**config.mk**
```make
export PLATFORM = sky130hd
export DESIGN_NAME = bptc_lin
export DESIGN_NICKNAME = d
export VERILOG_FILES = /design/src/rtl/bptc_pkg.sv /design/src/rtl/bptc_lin.sv
export SDC_FILE = /design/constraint.sdc
export NUM_CORES = 2
export LEC_CHECK = 0
export BUFFER_PORTS_ARGS = -buffer_cell sky130_fd_sc_hd__buf_4
export CELL_PAD_IN_SITES_DETAIL_PLACEMENT = 1
export CELL_PAD_IN_SITES_GLOBAL_PLACEMENT = 1
export CORE_MARGIN = 3
export CORE_UTILIZATION = 50
export CTS_CLUSTER_SIZE = 8
export DETAILED_ROUTE_END_ITERATION = 7
export GPL_TIMING_DRIVEN = 0
export PLACE_DENSITY = 0.81
export SYNTH_ARGS = -nofsm -noshare
export SYNTH_HDL_FRONTEND = slang
export SYNTH_SLANG_ARGS = --single-unit
```
**constraint.sdc**
```tcl
create_clock -name clock -period 21.9 [get_ports clock]
set_clock_uncertainty 0.15 [all_clocks]
set_input_delay 4.38 -clock clock [delete_from_list [all_inputs] [get_ports clock]]
set_output_delay 4.38 -clock clock [all_outputs]
set_load 0.02 [all_outputs]
```
**src/rtl/bptc_pkg.sv**
```systemverilog
// Shared widths, payload types and register indexes for the barometric compensation block.
package bptc_pkg;

   // Default oversampling scale factors
   localparam int PRESSURE_SCALE_DEF = 253952;
   localparam int TEMP_SCALE_DEF     = 524288;

   localparam int RAW_W    = 24;   // raw readings
   localparam int Q_FRAC   = 30;   // fraction bits of the fixed-point datapath
   localparam int SC_W     = 37;   // scaled readings, Q30 signed
   localparam int A_W      = 52;   // innermost Horner terms
   localparam int B_W      = 57;   // middle Horner terms
   localparam int P_W      = 64;   // pressure sum
   localparam int T_W      = 48;   // temperature sum
   localparam int PRESS_W  = 32;
   localparam int TEMP_W   = 16;
   localparam int CSR_AW   = 5;
   localparam int CSR_DW   = 32;

   localparam logic [63:0] Q_BIAS = (64'd1 << Q_FRAC) - 64'd1;

   typedef enum logic [2:0] {
      REG_C00       = 3'd0,
      REG_C10       = 3'd1,
      REG_C20       = 3'd2,
      REG_C30       = 3'd3,
      REG_C01       = 3'd4,
      REG_C11       = 3'd5,
      REG_C21       = 3'd6,
      REG_TEMP_PAIR = 3'd7
   } reg_index_type;

   typedef struct packed {
      logic signed [RAW_W-1:0] raw_pressure;
      logic signed [RAW_W-1:0] raw_temperature;
   } req_type;

   typedef struct packed {
      logic signed [PRESS_W-1:0] pressure_pa;
      logic signed [TEMP_W-1:0]  temperature_c;
   } rsp_type;

endpackage

```
**src/rtl/bptc_lin.sv**
```systemverilog
// Two-stage linear term: offset plus coefficient times a Q30 value.
module bptc_lin #(
   parameter int KW = 16,
   parameter int XW = bptc_pkg::SC_W,
   parameter int OW = bptc_pkg::A_W
) (
   input  logic                  clock,
   input  logic signed [KW-1:0]  k,
   input  logic signed [XW-1:0]  x,
   input  logic signed [OW-1:0]  off,
   output logic signed [OW-1:0]  y
);

   logic signed [KW+XW-1:0] prod_in, prod_ff;
   logic signed [OW-1:0]    y_in, y_ff;

   assign prod_in = k * x;
   assign y_in    = OW'(prod_ff) + off;

   always_ff @(posedge clock) begin
      prod_ff <= prod_in;
      y_ff    <= y_in;
   end

   assign y = y_ff;

endmodule

```
==> metrics.md <==
| Metric | Value |
|---|---|
| Clk Latency, worst-skew pair | `0.37 ns` |
| Number of pins exceeding their max-slew limit in the final report | `0` |
| Start of the worst register-to-register path | `prod_ff[2]$_DFF_P_` |
| Crit-path leading delay family | `adder cells` |
| Post-detailed-placement half-perimeter wirelength | `69.4 mm` |
| Height of the die | `229 µm` |
| Sequential cell area fraction in the yosys report | `8.36%` |
| Site Rows | `81` |
| Clock tree from TritonCTS | `done` |
| Register-to-register setup slack | `17.81 ns` |
| Number of detailed-routing iterations run before antenna repair | `5` |
| Vias in the first global route | `22421` |
| Worst path slowest cell | `sky130_fd_sc_hd__clkbuf_1` |
| Detailed Route Iter0 Violations | `1167` |
| Relative max-transition margin | `28.1%` |
| Highest clock frequency the design can meet | `78.8 MHz` |
| Starting density of the core | `50.8%` |
| Via-to-Cell Ratio | `5.48` |
| Largest stage delay on the critical path | `0.77 ns` |
| Count of unique library cells instantiated by Yosys | `78` |
| Quantity of gates resized following cts | `0` |
| TritonCTS Buffers | `9` |
| Gate Count Post-Synth | `2785` |
| RSZ-0062 raised after global routing | `no` |
| Endpoints failing setup | `0` |
| Launching element type of the critical path | `input port` |
| Max Fanout on Critical Path | `10` |
| Die Footprint | `52500 µm²` |
| Hold Crit Endpoint | `y[0]$_DFF_P_` |
| CP bufs+invs | `7` |
| Final worst-path cycle share | `58.0%` |
| Worst reg-to-reg path cell count | `11` |
| Cell chosen for the clock root | `sky130_fd_sc_hd__clkbuf_16` |
| Crit path kind | `input port to register` |
| Clock net sink count | `104` |
| Post-route DRC violation count | `0` |
| Number of fill cells in the layout | `5829` |
| Tightest Pin Transition | `1.08 ns` |
| Highest-count cells in the layout ignoring fill and taps | `655 x sky130_fd_sc_hd__inv_1, 551 x sky130_fd_sc_hd__fa_1, 378 x sky130_fd_sc_hd__nand2_1` |
| Post-CTS setup buffers | `0` |
| Share of flip-flops with an asynchronous set or reset | `0%` |
| Aggregate negative setup slack | `0 ns` |
| Horiz. Die Dim | `229 µm` |
| Shortest period the worst path allows | `12.69 ns` |
| Ratio of cells with drive above 1 in the final layout | `6.48%` |
| Clock-pin slew on the worst setup and hold paths | `0.07 ns` |
| Average detailed-routed wire length per instance | `22.5 µm` |
| Post-synth EDFFs | `0` |
| Io pins | `158` |
| Number of H-tree branching levels | `3` |
| Quantity of hold-fixing buffers added after cts | `0` |
| Net count reported at finish | `3771` |
| Number of endpoints with negative hold slack in the final report | `0` |
| Data arrival time of the critical path | `12.80 ns` |
| Synth Warn # | `0` |
| Most common cell after layout, fill and taps aside | `sky130_fd_sc_hd__inv_1` |
| Placer's final routability congestion estimate | `0.997` |
| Mapped Avg Cell Area | `8.94 µm²` |
| Max-cap violation count | `0` |
| Worst hold path depth | `1` |
| Number of synthesized register bits | `104` |
| Ys flop type | `sky130_fd_sc_hd__dfxtp_1` |
| Global-route usage over all layers | `31.6%` |
| Type of the tightest min-delay check | `register to register` |
| Run status | `finished clean` |
| Core Box Area | `49100 µm²` |
| Antenna violations before repair | `3` |
| Via Count | `19789` |
| Nets in the synthesized netlist | `3615` |
| Critical Path End Type | `register` |
| Overflow left after global routing | `0` |
| End of the worst register-to-register path | `y[51]$_DFF_P_` |
| IO Port Bufs | `145` |
| Data required time of the critical path | `22.01 ns` |
| Signed area change from the synthesized netlist to the final layout | `8.94%` |
| Most used cell along the critical path | `sky130_fd_sc_hd__fa_1` |
| Worst hold path startpoint | `prod_ff[0]$_DFF_P_` |
| Sum of routed wire length over all layers | `81.3 mm` |
| Pin count of the biggest net entering global routing | `17` |
| Netlist Area Pre-Place | `24900 µm²` |
| Global-route wire length before repair | `127 mm` |
| Clock Tree Buf Depth | `2` |
| Remaining number of nets flagged by the antenna check after routing | `0` |
==> worst register-to-register path, stage by stage, from the launching register on <==
cell	delay, ns
sky130_fd_sc_hd__dfxtp_1	0.31
sky130_fd_sc_hd__ha_1	0.34
sky130_fd_sc_hd__o211ai_1	0.11
sky130_fd_sc_hd__o21bai_1	0.30
sky130_fd_sc_hd__o211ai_1	0.26
sky130_fd_sc_hd__a2111oi_0	0.78
sky130_fd_sc_hd__nor3_1	0.30
sky130_fd_sc_hd__o211ai_1	0.43
sky130_fd_sc_hd__a21boi_1	0.19
sky130_fd_sc_hd__o21ai_0	0.43
sky130_fd_sc_hd__a31oi_1	0.21
sky130_fd_sc_hd__xnor2_1	0.17
==> per-stage QoR <==
stage          cells  hold slack, ns  util, %  setup WS, ns  cell area (µm²)
2_1_floorplan   2785           0.270        -         11.06            24900
3_3_place_gp    3594           0.278     54.7          9.06            26800
3_5_place_dp    3594           0.286     54.7          8.94            26800
4_1_cts         3610           0.302     55.3          9.33            27100
5_1_grt         3610           0.329     55.3          9.08            27100
6_report        3612           0.299     55.3          9.21            27100
==> cell families (layout without fill, tap and decap cells) <==
| group | count (synthesis) | in the layout | share of synthesized area [%] |
|---|---|---|---|
| AO/OA/AOI/OAI | 290 | 290 | 7.81 |
| XOR/XNOR | 103 | 103 | 3.62 |
| adder cells (fa/ha/maj) | 724 | 724 | 53.0 |
| buffers and inverters | 769 | 930 | 11.8 |
| flip-flops | 104 | 104 | 8.36 |
| multiplexers | 1 | 1 | 0.0452 |
| other | 0 | 2 | 0 |
| AND/OR/NAND/NOR | 794 | 794 | 15.3 |
==> metal layers <==
layer,GRT usage (%),vias up,share of wire [%]
li1,-,8605,-
met2,52.1,781,47
met4,11.8,0,4.0
met5,0,-,0
met1,40.7,10202,40
met3,7.50,201,8.8
==> layout make-up <==
type,count,area (µm²),share of cell area [%]
plain buffers,114,488,1.80
clock inverters,3,22.5,0.0830
diodes,2,5.00,0.0184
clock buffers,13,280,1.03
flip-flops and latches,104,2080,7.67
multi-input cells,1912,19900,73.3
repair buffers,145,1090,4.01
inverters,655,2460,9.06
well taps,664,831,3.06
==> sequential cells by signal (all words and copies together) (netlist names) <==
| name | flops |
|---|---|
| y | 52 |
| prod_ff | 52 |
==> synthesized netlist by cell type, types with 3 or more instances <==
| master | instances | area, µm² |
|---|---|---|
| sky130_fd_sc_hd__nand2_1 | 378 | 1420 |
| sky130_fd_sc_hd__o22ai_1 | 3 | 18.8 |
| sky130_fd_sc_hd__nor2b_1 | 7 | 43.8 |
| sky130_fd_sc_hd__nand2b_1 | 18 | 113 |
| sky130_fd_sc_hd__clkbuf_1 | 109 | 409 |
| sky130_fd_sc_hd__xor2_1 | 37 | 324 |
| sky130_fd_sc_hd__nand4_1 | 10 | 62.6 |
| sky130_fd_sc_hd__o21bai_1 | 16 | 120 |
| sky130_fd_sc_hd__a21o_1 | 47 | 353 |
| sky130_fd_sc_hd__nor2_1 | 82 | 308 |
| sky130_fd_sc_hd__dfxtp_1 | 104 | 2080 |
| sky130_fd_sc_hd__xnor2_1 | 66 | 578 |
| sky130_fd_sc_hd__a211oi_1 | 12 | 90.1 |
| sky130_fd_sc_hd__o21ai_0 | 42 | 210 |
| sky130_fd_sc_hd__or4_1 | 3 | 22.5 |
| sky130_fd_sc_hd__and4_1 | 3 | 26.3 |
| sky130_fd_sc_hd__a31o_2 | 4 | 35.0 |
| sky130_fd_sc_hd__and3_2 | 3 | 22.5 |
| sky130_fd_sc_hd__o21a_1 | 13 | 97.6 |
| sky130_fd_sc_hd__a31oi_1 | 13 | 81.3 |
| sky130_fd_sc_hd__and3_1 | 11 | 68.8 |
| sky130_fd_sc_hd__a221oi_1 | 4 | 35.0 |
| sky130_fd_sc_hd__a2111oi_0 | 4 | 35.0 |
| sky130_fd_sc_hd__o21ai_1 | 5 | 25.0 |
| sky130_fd_sc_hd__nand3_1 | 15 | 75.1 |
| sky130_fd_sc_hd__and2_1 | 237 | 1480 |
| sky130_fd_sc_hd__fa_1 | 551 | 11000 |
| sky130_fd_sc_hd__o211ai_1 | 8 | 60.1 |
| sky130_fd_sc_hd__a21oi_1 | 83 | 415 |
| sky130_fd_sc_hd__inv_1 | 655 | 2460 |
| sky130_fd_sc_hd__nor3_1 | 12 | 60.1 |
| sky130_fd_sc_hd__ha_1 | 173 | 2160 |
==> worst max-delay path by stage <==
stage | startpoint | to | slack (ns) | depth (start not counted)
after global placement | k[8] | prod_ff[51]$_DFF_P_ | 9.06 | 25
after detailed placement | k[8] | prod_ff[51]$_DFF_P_ | 8.94 | 25
after floorplan | k[7] | prod_ff[44]$_DFF_P_ | 11.06 | 25
after global routing | k[7] | prod_ff[51]$_DFF_P_ | 9.08 | 25
after CTS | k[8] | prod_ff[51]$_DFF_P_ | 9.33 | 25
final | k[8] | prod_ff[47]$_DFF_P_ | 9.21 | 25
Power is left out: the tool's default activity adds up to more than one toggle a clock period on the data nets, which glitch-free logic cannot reach.
