## src/rtl/bptc_pkg.sv

```systemverilog
// Shared widths, payload types and register indexes for the barometric compensation block.
package bptc_pkg;

   // Default oversampling scale factors
   localparam int PRESSURE_SCALE_DEF = 253952;
   localparam int TEMP_SCALE_DEF     = 524288;

   localparam int RAW_W    = 24;   // raw readings
   localparam int Q_FRAC   = 30;   // fraction bits of the fixed-point datapath
   localparam int SC_W     = 37;   // scaled readings, Q30 signed
   localparam int A_W      = 52;   // innermost Horner terms
   localparam int B_W      = 57;   // middle Horner terms
   localparam int P_W      = 64;   // pressure sum
   localparam int T_W      = 48;   // temperature sum
   localparam int PRESS_W  = 32;
   localparam int TEMP_W   = 16;
   localparam int CSR_AW   = 5;
   localparam int CSR_DW   = 32;

   localparam logic [63:0] Q_BIAS = (64'd1 << Q_FRAC) - 64'd1;

   typedef enum logic [2:0] {
      REG_C00       = 3'd0,
      REG_C10       = 3'd1,
      REG_C20       = 3'd2,
      REG_C30       = 3'd3,
      REG_C01       = 3'd4,
      REG_C11       = 3'd5,
      REG_C21       = 3'd6,
      REG_TEMP_PAIR = 3'd7
   } reg_index_type;

   typedef struct packed {
      logic signed [RAW_W-1:0] raw_pressure;
      logic signed [RAW_W-1:0] raw_temperature;
   } req_type;

   typedef struct packed {
      logic signed [PRESS_W-1:0] pressure_pa;
      logic signed [TEMP_W-1:0]  temperature_c;
   } rsp_type;

endpackage

```

## src/rtl/bptc_scale.sv

```systemverilog
// Pipelined division of a raw reading by a constant scale, giving a Q30 value.
module bptc_scale #(
   parameter int SCALE = bptc_pkg::PRESSURE_SCALE_DEF
) (
   input  logic                                 clock,
   input  logic signed [bptc_pkg::RAW_W-1:0]    raw,
   output logic signed [bptc_pkg::SC_W-1:0]     scaled
);

   localparam int MW    = bptc_pkg::RAW_W;
   localparam int SHIFT = bptc_pkg::Q_FRAC + bptc_pkg::RAW_W - 1;
   localparam logic [63:0] RECIP = (64'd1 << SHIFT) / 64'(SCALE);
   localparam int RW    = $clog2(RECIP + 64'd1);
   localparam int RL    = RW / 2;
   localparam int RH    = RW - RL;
   localparam int QW    = RW + 1;
   localparam int REM_W = $clog2(SCALE) + 2;
   localparam int EW    = (QW > bptc_pkg::SC_W) ? QW : bptc_pkg::SC_W;
   localparam logic [REM_W-1:0] SCALE_R = REM_W'(SCALE);
   localparam logic [RL-1:0] RECIP_LO = RECIP[RL-1:0];
   localparam logic [RH-1:0] RECIP_HI = RECIP[RW-1:RL];

   logic [MW-1:0]          raw_u;
   logic [MW-1:0]          mag;
   logic [MW+RL-1:0]       plo_in, plo_ff;
   logic [MW+RH-1:0]       phi_in, phi_ff;
   logic                   neg1_ff, neg2_ff, neg3_ff;
   logic [MW+RW-1:0]       sum;
   logic [QW-1:0]          q0_in, q0_ff, q1_ff;
   logic [REM_W-1:0]       low_in, low_ff;
   logic [REM_W-1:0]       rem;
   logic                   inc;
   logic [EW-1:0]          qe;
   logic signed [bptc_pkg::SC_W-1:0] qs;
   logic signed [bptc_pkg::SC_W-1:0] out_in, out_ff;

   // magnitude times the reciprocal, in two partial products
   always_comb begin
      raw_u  = $unsigned(raw);
      mag    = raw_u[MW-1] ? (~raw_u + 1'b1) : raw_u;
      plo_in = mag * RECIP_LO;
      phi_in = mag * RECIP_HI;
   end

   // estimate is the quotient or one below it
   always_comb begin
      sum   = {phi_ff, RL'(0)} + (MW+RW)'(plo_ff);
      q0_in = sum[MW+RW-1:bptc_pkg::RAW_W-1];
   end

   // low bits of estimate times scale are enough to recover the remainder
   assign low_in = q0_ff[REM_W-1:0] * SCALE_R;

   always_comb begin
      rem    = REM_W'(0) - low_ff;
      inc    = (rem >= SCALE_R);
      qe     = EW'(q1_ff) + EW'(inc);
      qs     = $signed({1'b0, qe[bptc_pkg::SC_W-2:0]});
      out_in = neg3_ff ? -qs : qs;
   end

   always_ff @(posedge clock) begin
      plo_ff  <= plo_in;
      phi_ff  <= phi_in;
      neg1_ff <= raw_u[MW-1];
      q0_ff   <= q0_in;
      neg2_ff <= neg1_ff;
      low_ff  <= low_in;
      q1_ff   <= q0_ff;
      neg3_ff <= neg2_ff;
      out_ff  <= out_in;
   end

   assign scaled = out_ff;

endmodule

```

## config.mk

```make
export PLATFORM = sky130hd
export DESIGN_NAME = bptc_scale
export DESIGN_NICKNAME = d
export VERILOG_FILES = /design/src/rtl/bptc_pkg.sv /design/src/rtl/bptc_scale.sv
export SDC_FILE = /design/constraint.sdc
export NUM_CORES = 1
export LEC_CHECK = 0
export ABC_AREA = 1
export BUFFER_PORTS_ARGS = -buffer_cell sky130_fd_sc_hd__buf_2
export CAP_MARGIN = 15
export CELL_PAD_IN_SITES_DETAIL_PLACEMENT = 0
export CELL_PAD_IN_SITES_GLOBAL_PLACEMENT = 1
export CORE_ASPECT_RATIO = 1.4
export CORE_MARGIN = 2
export CORE_UTILIZATION = 24
export DETAILED_ROUTE_END_ITERATION = 10
export PLACE_DENSITY_LB_ADDON = 0.15
export REMOVE_ABC_BUFFERS = 1
export SYNTH_ARGS = -nofsm -noshare
export SYNTH_HDL_FRONTEND = slang
export SYNTH_SLANG_ARGS = --single-unit
```

## constraint.sdc

```tcl
create_clock -name clock -period 13 [get_ports clock]
set_input_delay 1.95 -clock clock [delete_from_list [all_inputs] [get_ports clock]]
set_output_delay 1.95 -clock clock [all_outputs]
set_load 0.02 [all_outputs]
```

==> results of run 1 <==
## per-layer routing
layer | track usage (%) | wire length (microns) | up-vias | part of all wire, %
met2 | 32.2 | 22200 | 125 | 60
met3 | 1.62 | 553 | 48 | 1.5
met4 | 6.35 | 1300 | 0 | 3.5
met5 | 0 | 0 | - | 0
li1 | - | - | 5198 | -
met1 | 13.9 | 12800 | 4431 | 35
## critical path: stages
cell and delay [ps]:
buf_2 120, inv_1 70, ha_1 160, inv_1 40
nor2_1 110, inv_1 70, nor3_1 280, nand3_1 200
nor2_1 240, nand3_1 110, nand2_1 110, xor2_1 470
inv_1 240, ha_1 350, ha_1 280, inv_1 60
fa_1 530, inv_1 50, ha_1 290, ha_1 300
ha_1 390, nand2_1 100, nor2_1 90, inv_1 80
nor3_1 380, nand4_1 290, nand3_1 160, nand2_1 50
## kinds of logic after synthesis
family                   count (synthesis)  synth area share (%)
AND/OR/NAND/NOR                        700                  26.3
AO/OA/AOI/OAI                          167                  8.29
XOR/XNOR                               114                  8.56
adder cells (fa/ha/maj)                184                  21.6
flip-flops                             158                  26.9
buffers and inverters                  261                  8.36
## worst max-delay path by stage
stage | to | slack [ps] | cells after the start
2_1_floorplan | phi_ff[37] | 6460 | 26
4_1_cts | phi_ff[36] | 5570 | 28
3_5_place_dp | phi_ff[36] | 5110 | 28
5_1_grt | phi_ff[38] | 5200 | 28
6_report | phi_ff[36] | 5770 | 28
3_3_place_gp | phi_ff[36] | 5100 | 28
## power breakdown
group | internal [W] | switching [W] | total [W]
sequential | 0.000751 | 0.000191 | 0.000941
combinational | 0.000878 | 0.00156 | 0.00244
clock | 0.000254 | 0.000220 | 0.000474
total | 0.00188 | 0.00197 | 0.00386
## state kept, by name, summed over array words and instances, names as in the netlist
name     cells
neg1_ff      1
plo_ff       2
q0_ff       36
scaled      37
neg3_ff      1
phi_ff      38
q1_ff       36
neg2_ff      1
low_ff       6
## cell usage in the layout, fill, tap and decap left out, types with 6 or more instances in the layout
| cell | instances |
|---|---|
| nor2_2 | 18 |
| nand2_2 | 24 |
| xnor2_1 | 35 |
| a21o_1 | 10 |
| a21oi_1 | 65 |
| dfxtp_1 | 158 |
| o21bai_1 | 9 |
| a31oi_1 | 16 |
| nand2_1 | 359 |
| inv_1 | 245 |
| nand4_1 | 25 |
| inv_2 | 6 |
| nor3_1 | 15 |
| fa_1 | 31 |
| nand3b_1 | 13 |
| o21ai_0 | 43 |
| xor2_1 | 78 |
| nand3_1 | 53 |
| buf_2 | 61 |
| clkbuf_16 | 17 |
| ha_1 | 153 |
| nor2_4 | 10 |
| inv_6 | 6 |
| nor2_1 | 168 |
## through the flow
stage               setup slack, ps  cells
CTS                            5570   2302
finish                         5770   2302
detailed placement             5110   2270
global route                   5200   2302
global placement               5100   2270
floorplan                      6460   1577
## layout make-up
type / instances / area (sq um)
clock buffers: 19 / 443
well taps: 630 / 788
flip-flops and latches: 158 / 3160
multi-input cells: 1165 / 7600
clock inverters: 13 / 105
repair buffers: 63 / 320
fillers: 5417 / 34800
inverters: 254 / 953
==> results.toml, run 1 <==
[timing]
setup_viol = 0
hold-worst-slack_ps = 327
slew_violations = 0
tightest_slew_ps = 845
hold_viol = 0
relSlewSlack_pct = 43.5
clock_skew_ps = 6.35
rsz0062_at_grt = "false"
period_minus_slack_ps = 7230
fin_tns_setup_ps = 0
period_share_pct = 55.6
max_freq_ghz = 0.138

[synthesis]
synth-seq-cells = 158
synthFlopType = "dfxtp_1"
syn_avg_cell_area_sq_um = 7.42
synthArstFlopShare_pct = 0
synth_area_leader_cell = "dfxtp_1"
syn-instance-count = 1584
netlist_area_sq_um = 11700
ys_warn_count = 0
netlist_top_cells_count = "359 x nand2_1, 245 x inv_1, 168 x nor2_1, 158 x dfxtp_1, 153 x ha_1"
ys_top_cells_by_area = "dfxtp_1 27%, ha_1 16%, nand2_1 11%, inv_1 7.8%, xor2_1 5.8%"
synth_seq_area_share_pct = 26.9
yosysMostFrequentCell = "nand2_1"
synth_top_area_share_pct = 26.9
ys_types = 47
synth-edff-count = 0

[critical_path]
worst_setup_path_end_kind = "flip-flop"
ff2ff_path_depth = 25
arrival_ps = 7580
rrSetupSlack_ps = 8670
startpoint = "raw[0]"
r2r_start = "q1_ff[0]"
cp.required_ps = 13350
critPathLaunchType = "primary input"
critical_path_class = "primary input to flip-flop"
worst-path-max-fanout = 5
worstReg2RegEnd = "scaled[29]"

[placed_design]
gp_congestion = 0.873
placed_area_sq_um = 12800
hpwl_microns = 32700
io_buffer_count = 61

[global_route]
gr-total-overflow = 0
gr-usage-all-layers_pct = 15.1
grt_pass1_vias = 10365
grt_pass1_wl_microns = 57000
antenna_found_initial = 0
grt_max_degree = 35

[detailed_routing]
routed_wl_microns = 36900
routed-via-count = 9802
wl_per_cell_microns = 16.0
first_pass_iters = 4
drc = 0
via_per_inst = 4.26
ant_nets = 0
drtIter0Drc = 272

[clock_tree]
clock_latency_ps = 450
post_cts_buffers = 0
cts.reportedPaths.clkPinSlew_ps = 70
cts_max_level = 4
numClockSinks = 158
root_buffer = "clkbuf_16"
cts_tree = "built"
cts_resized = 0
cts_buffers = 17
hold_buffers = 0
cts.path.max_buffers = 2

[final_layout]
layout.nets = 1868
antenna_cells = 0
drive_above_1_share_pct = 10.0
postLayoutCoreUtil_pct = 27.8
areaGrowthSynthToFinish_pct = 13.9
stdcell_area_sq_um = 13400

[power]
power.leakage_nw = 6.71
power_density_nw_per_um2 = 288
vdd_drop_max_uv = 112
finalPower_w = 0.00386

[flow_run]
drv_cap = 0

[min_path]
hold_depth = 0
min_to = "q1_ff[15]"
hold_start = "q0_ff[15]"
worstHoldPathType = "flip-flop to flip-flop"

[run_status]
status = "complete, no violations"

[floorplanning]
initial_core_util_pct = 24.4
dieHeight_microns = 266
die_w_microns = 191
ioPinCount = 62
row_count = 95
coreArea_sq_um = 48100
dieArea_sq_um = 50800
No activity file was read; power rests on OpenSTA's default activity.
==> run 2: changes to the inputs <==
- clock period: 13 -> 7 ns (I/O delays scaled with it)
==> results.toml, run 2 (synthesis gave the netlist of run 1 again) <==
[run_status]
status = "complete, no violations"

[clock_tree]
clock_latency_ps = 450
root_buffer = "clkbuf_16"
cts.path.max_buffers = 2
hold_buffers = 0
cts_max_level = 4
numClockSinks = 158
post_cts_buffers = 0
cts_buffers = 17
cts_resized = 0
cts.reportedPaths.clkPinSlew_ps = 60
cts_tree = "built"

[detailed_routing]
first_pass_iters = 5
via_per_inst = 4.29
wl_per_cell_microns = 15.9
ant_nets = 0
routed-via-count = 9934
routed_wl_microns = 36900
drtIter0Drc = 298
drc = 0

[placed_design]
io_buffer_count = 61
gp_congestion = 0.849
hpwl_microns = 32500
placed_area_sq_um = 12900
dp.cells = 2283

[final_layout]
fin_cells = 2315
final_cell_mix = "359 x nand2_1, 245 x inv_1, 168 x nor2_1"
postLayoutCoreUtil_pct = 28.0
largest_reg_flops = 38
regMostFlops = "phi_ff"
areaGrowthSynthToFinish_pct = 14.7
drive_above_1_share_pct = 10.7
layout_commonest_cell = "nand2_1"
layout.nets = 1881
antenna_cells = 0
stdcell_area_sq_um = 13500

[critical_path]
r2r_start = "q1_ff[0]"
max_stage_delay_ps = 490
worst_setup_path_end_kind = "flip-flop"
crit_top_cell = "inv_1"
arrival_ps = 6460
worstReg2RegEnd = "scaled[29]"
ff2ff_path_depth = 25
worst-path-max-fanout = 5
crit_slowest_cell = "fa_1"
critPathLaunchType = "primary input"
rrSetupSlack_ps = 2730
cp.required_ps = 7340
critical_path_class = "primary input to flip-flop"

[global_route]
grt_pass1_vias = 10189
antenna_found_initial = 0
gr-total-overflow = 0
grt_max_degree = 35
gr-usage-all-layers_pct = 15.0
grt_pass1_wl_microns = 56700

[min_path]
min_to = "q1_ff[7]"
hold_start = "q0_ff[7]"
worstHoldPathType = "flip-flop to flip-flop"
hold_depth = 0

[timing]
fin_tns_setup_ps = 0
clock_skew_ps = 6.83
period_share_pct = 87.5
period_minus_slack_ps = 6120
max_freq_ghz = 0.163
slew_violations = 0
tightest_slew_ps = 687
hold_viol = 0
setup_viol = 0
relSlewSlack_pct = 53.7
rsz0062_at_grt = "false"

[floorplanning]
dieHeight_microns = 266
coreArea_sq_um = 48100
dieArea_sq_um = 50800
row_count = 95
initial_core_util_pct = 24.4
die_w_microns = 191
ioPinCount = 62

[power]
power_density_nw_per_um2 = 535
finalPower_w = 0.00721
power.leakage_nw = 6.76
vdd_drop_max_uv = 218

[flow_run]
drv_cap = 0
-- run 2: how the worst max path moves through the flow --
stage	startpoint	to	cells after the start
after floorplan	raw[1]	phi_ff[37]	26
after global placement	raw[0]	phi_ff[36]	27
after detailed placement	raw[0]	phi_ff[36]	27
after CTS	raw[0]	phi_ff[36]	27
after global routing	raw[0]	phi_ff[36]	27
final	raw[0]	phi_ff[36]	27
-- run 2: area by class of cell --
type / count / area, sq um
clock buffer: 19 / 443
clock inverter: 13 / 103
fill: 5359 / 34700
inverter: 254 / 953
multi-input combinational: 1165 / 7600
sequential: 158 / 3160
tap: 630 / 788
timing repair buffer: 76 / 418
-- run 2: routing by layer --
metal	share of wire [%]	up-vias	GRT usage (%)	wire, microns
li1	-	5219	-	-
met1	35	4560	14.0	13000
met2	61	116	32.2	22400
met3	1.7	39	1.82	626
met4	2.4	0	4.84	886
met5	0	-	0	0
-- run 2: worst max-delay path, delay by kind of cell --
family                     cells  cell delay [ps]
xor gates and xnor gates       1              440
and+or+nand+nor               10             1940
AOI/OAI and AO/OA              1              120
buffers and inverters          8              650
adders and majority gates      7             2250
-- run 2: report_power, final --
group / switching (W) / internal [W] / total, W
Sequential: 0.000365 / 0.00139 / 0.00176
Combinational: 0.00290 / 0.00168 / 0.00458
Clock: 0.000406 / 0.000468 / 0.000873
Total: 0.00367 / 0.00354 / 0.00721
-- run 2: stage by stage --
| step | setup slack [ps] | hold slack (ps) |
|---|---|---|
| after detailed placement | 287 | 312 |
| final | 877 | 325 |
| after global placement | 342 | 311 |
| after CTS | 722 | 325 |
| after floorplan | 1360 | 310 |
| after global routing | 333 | 325 |
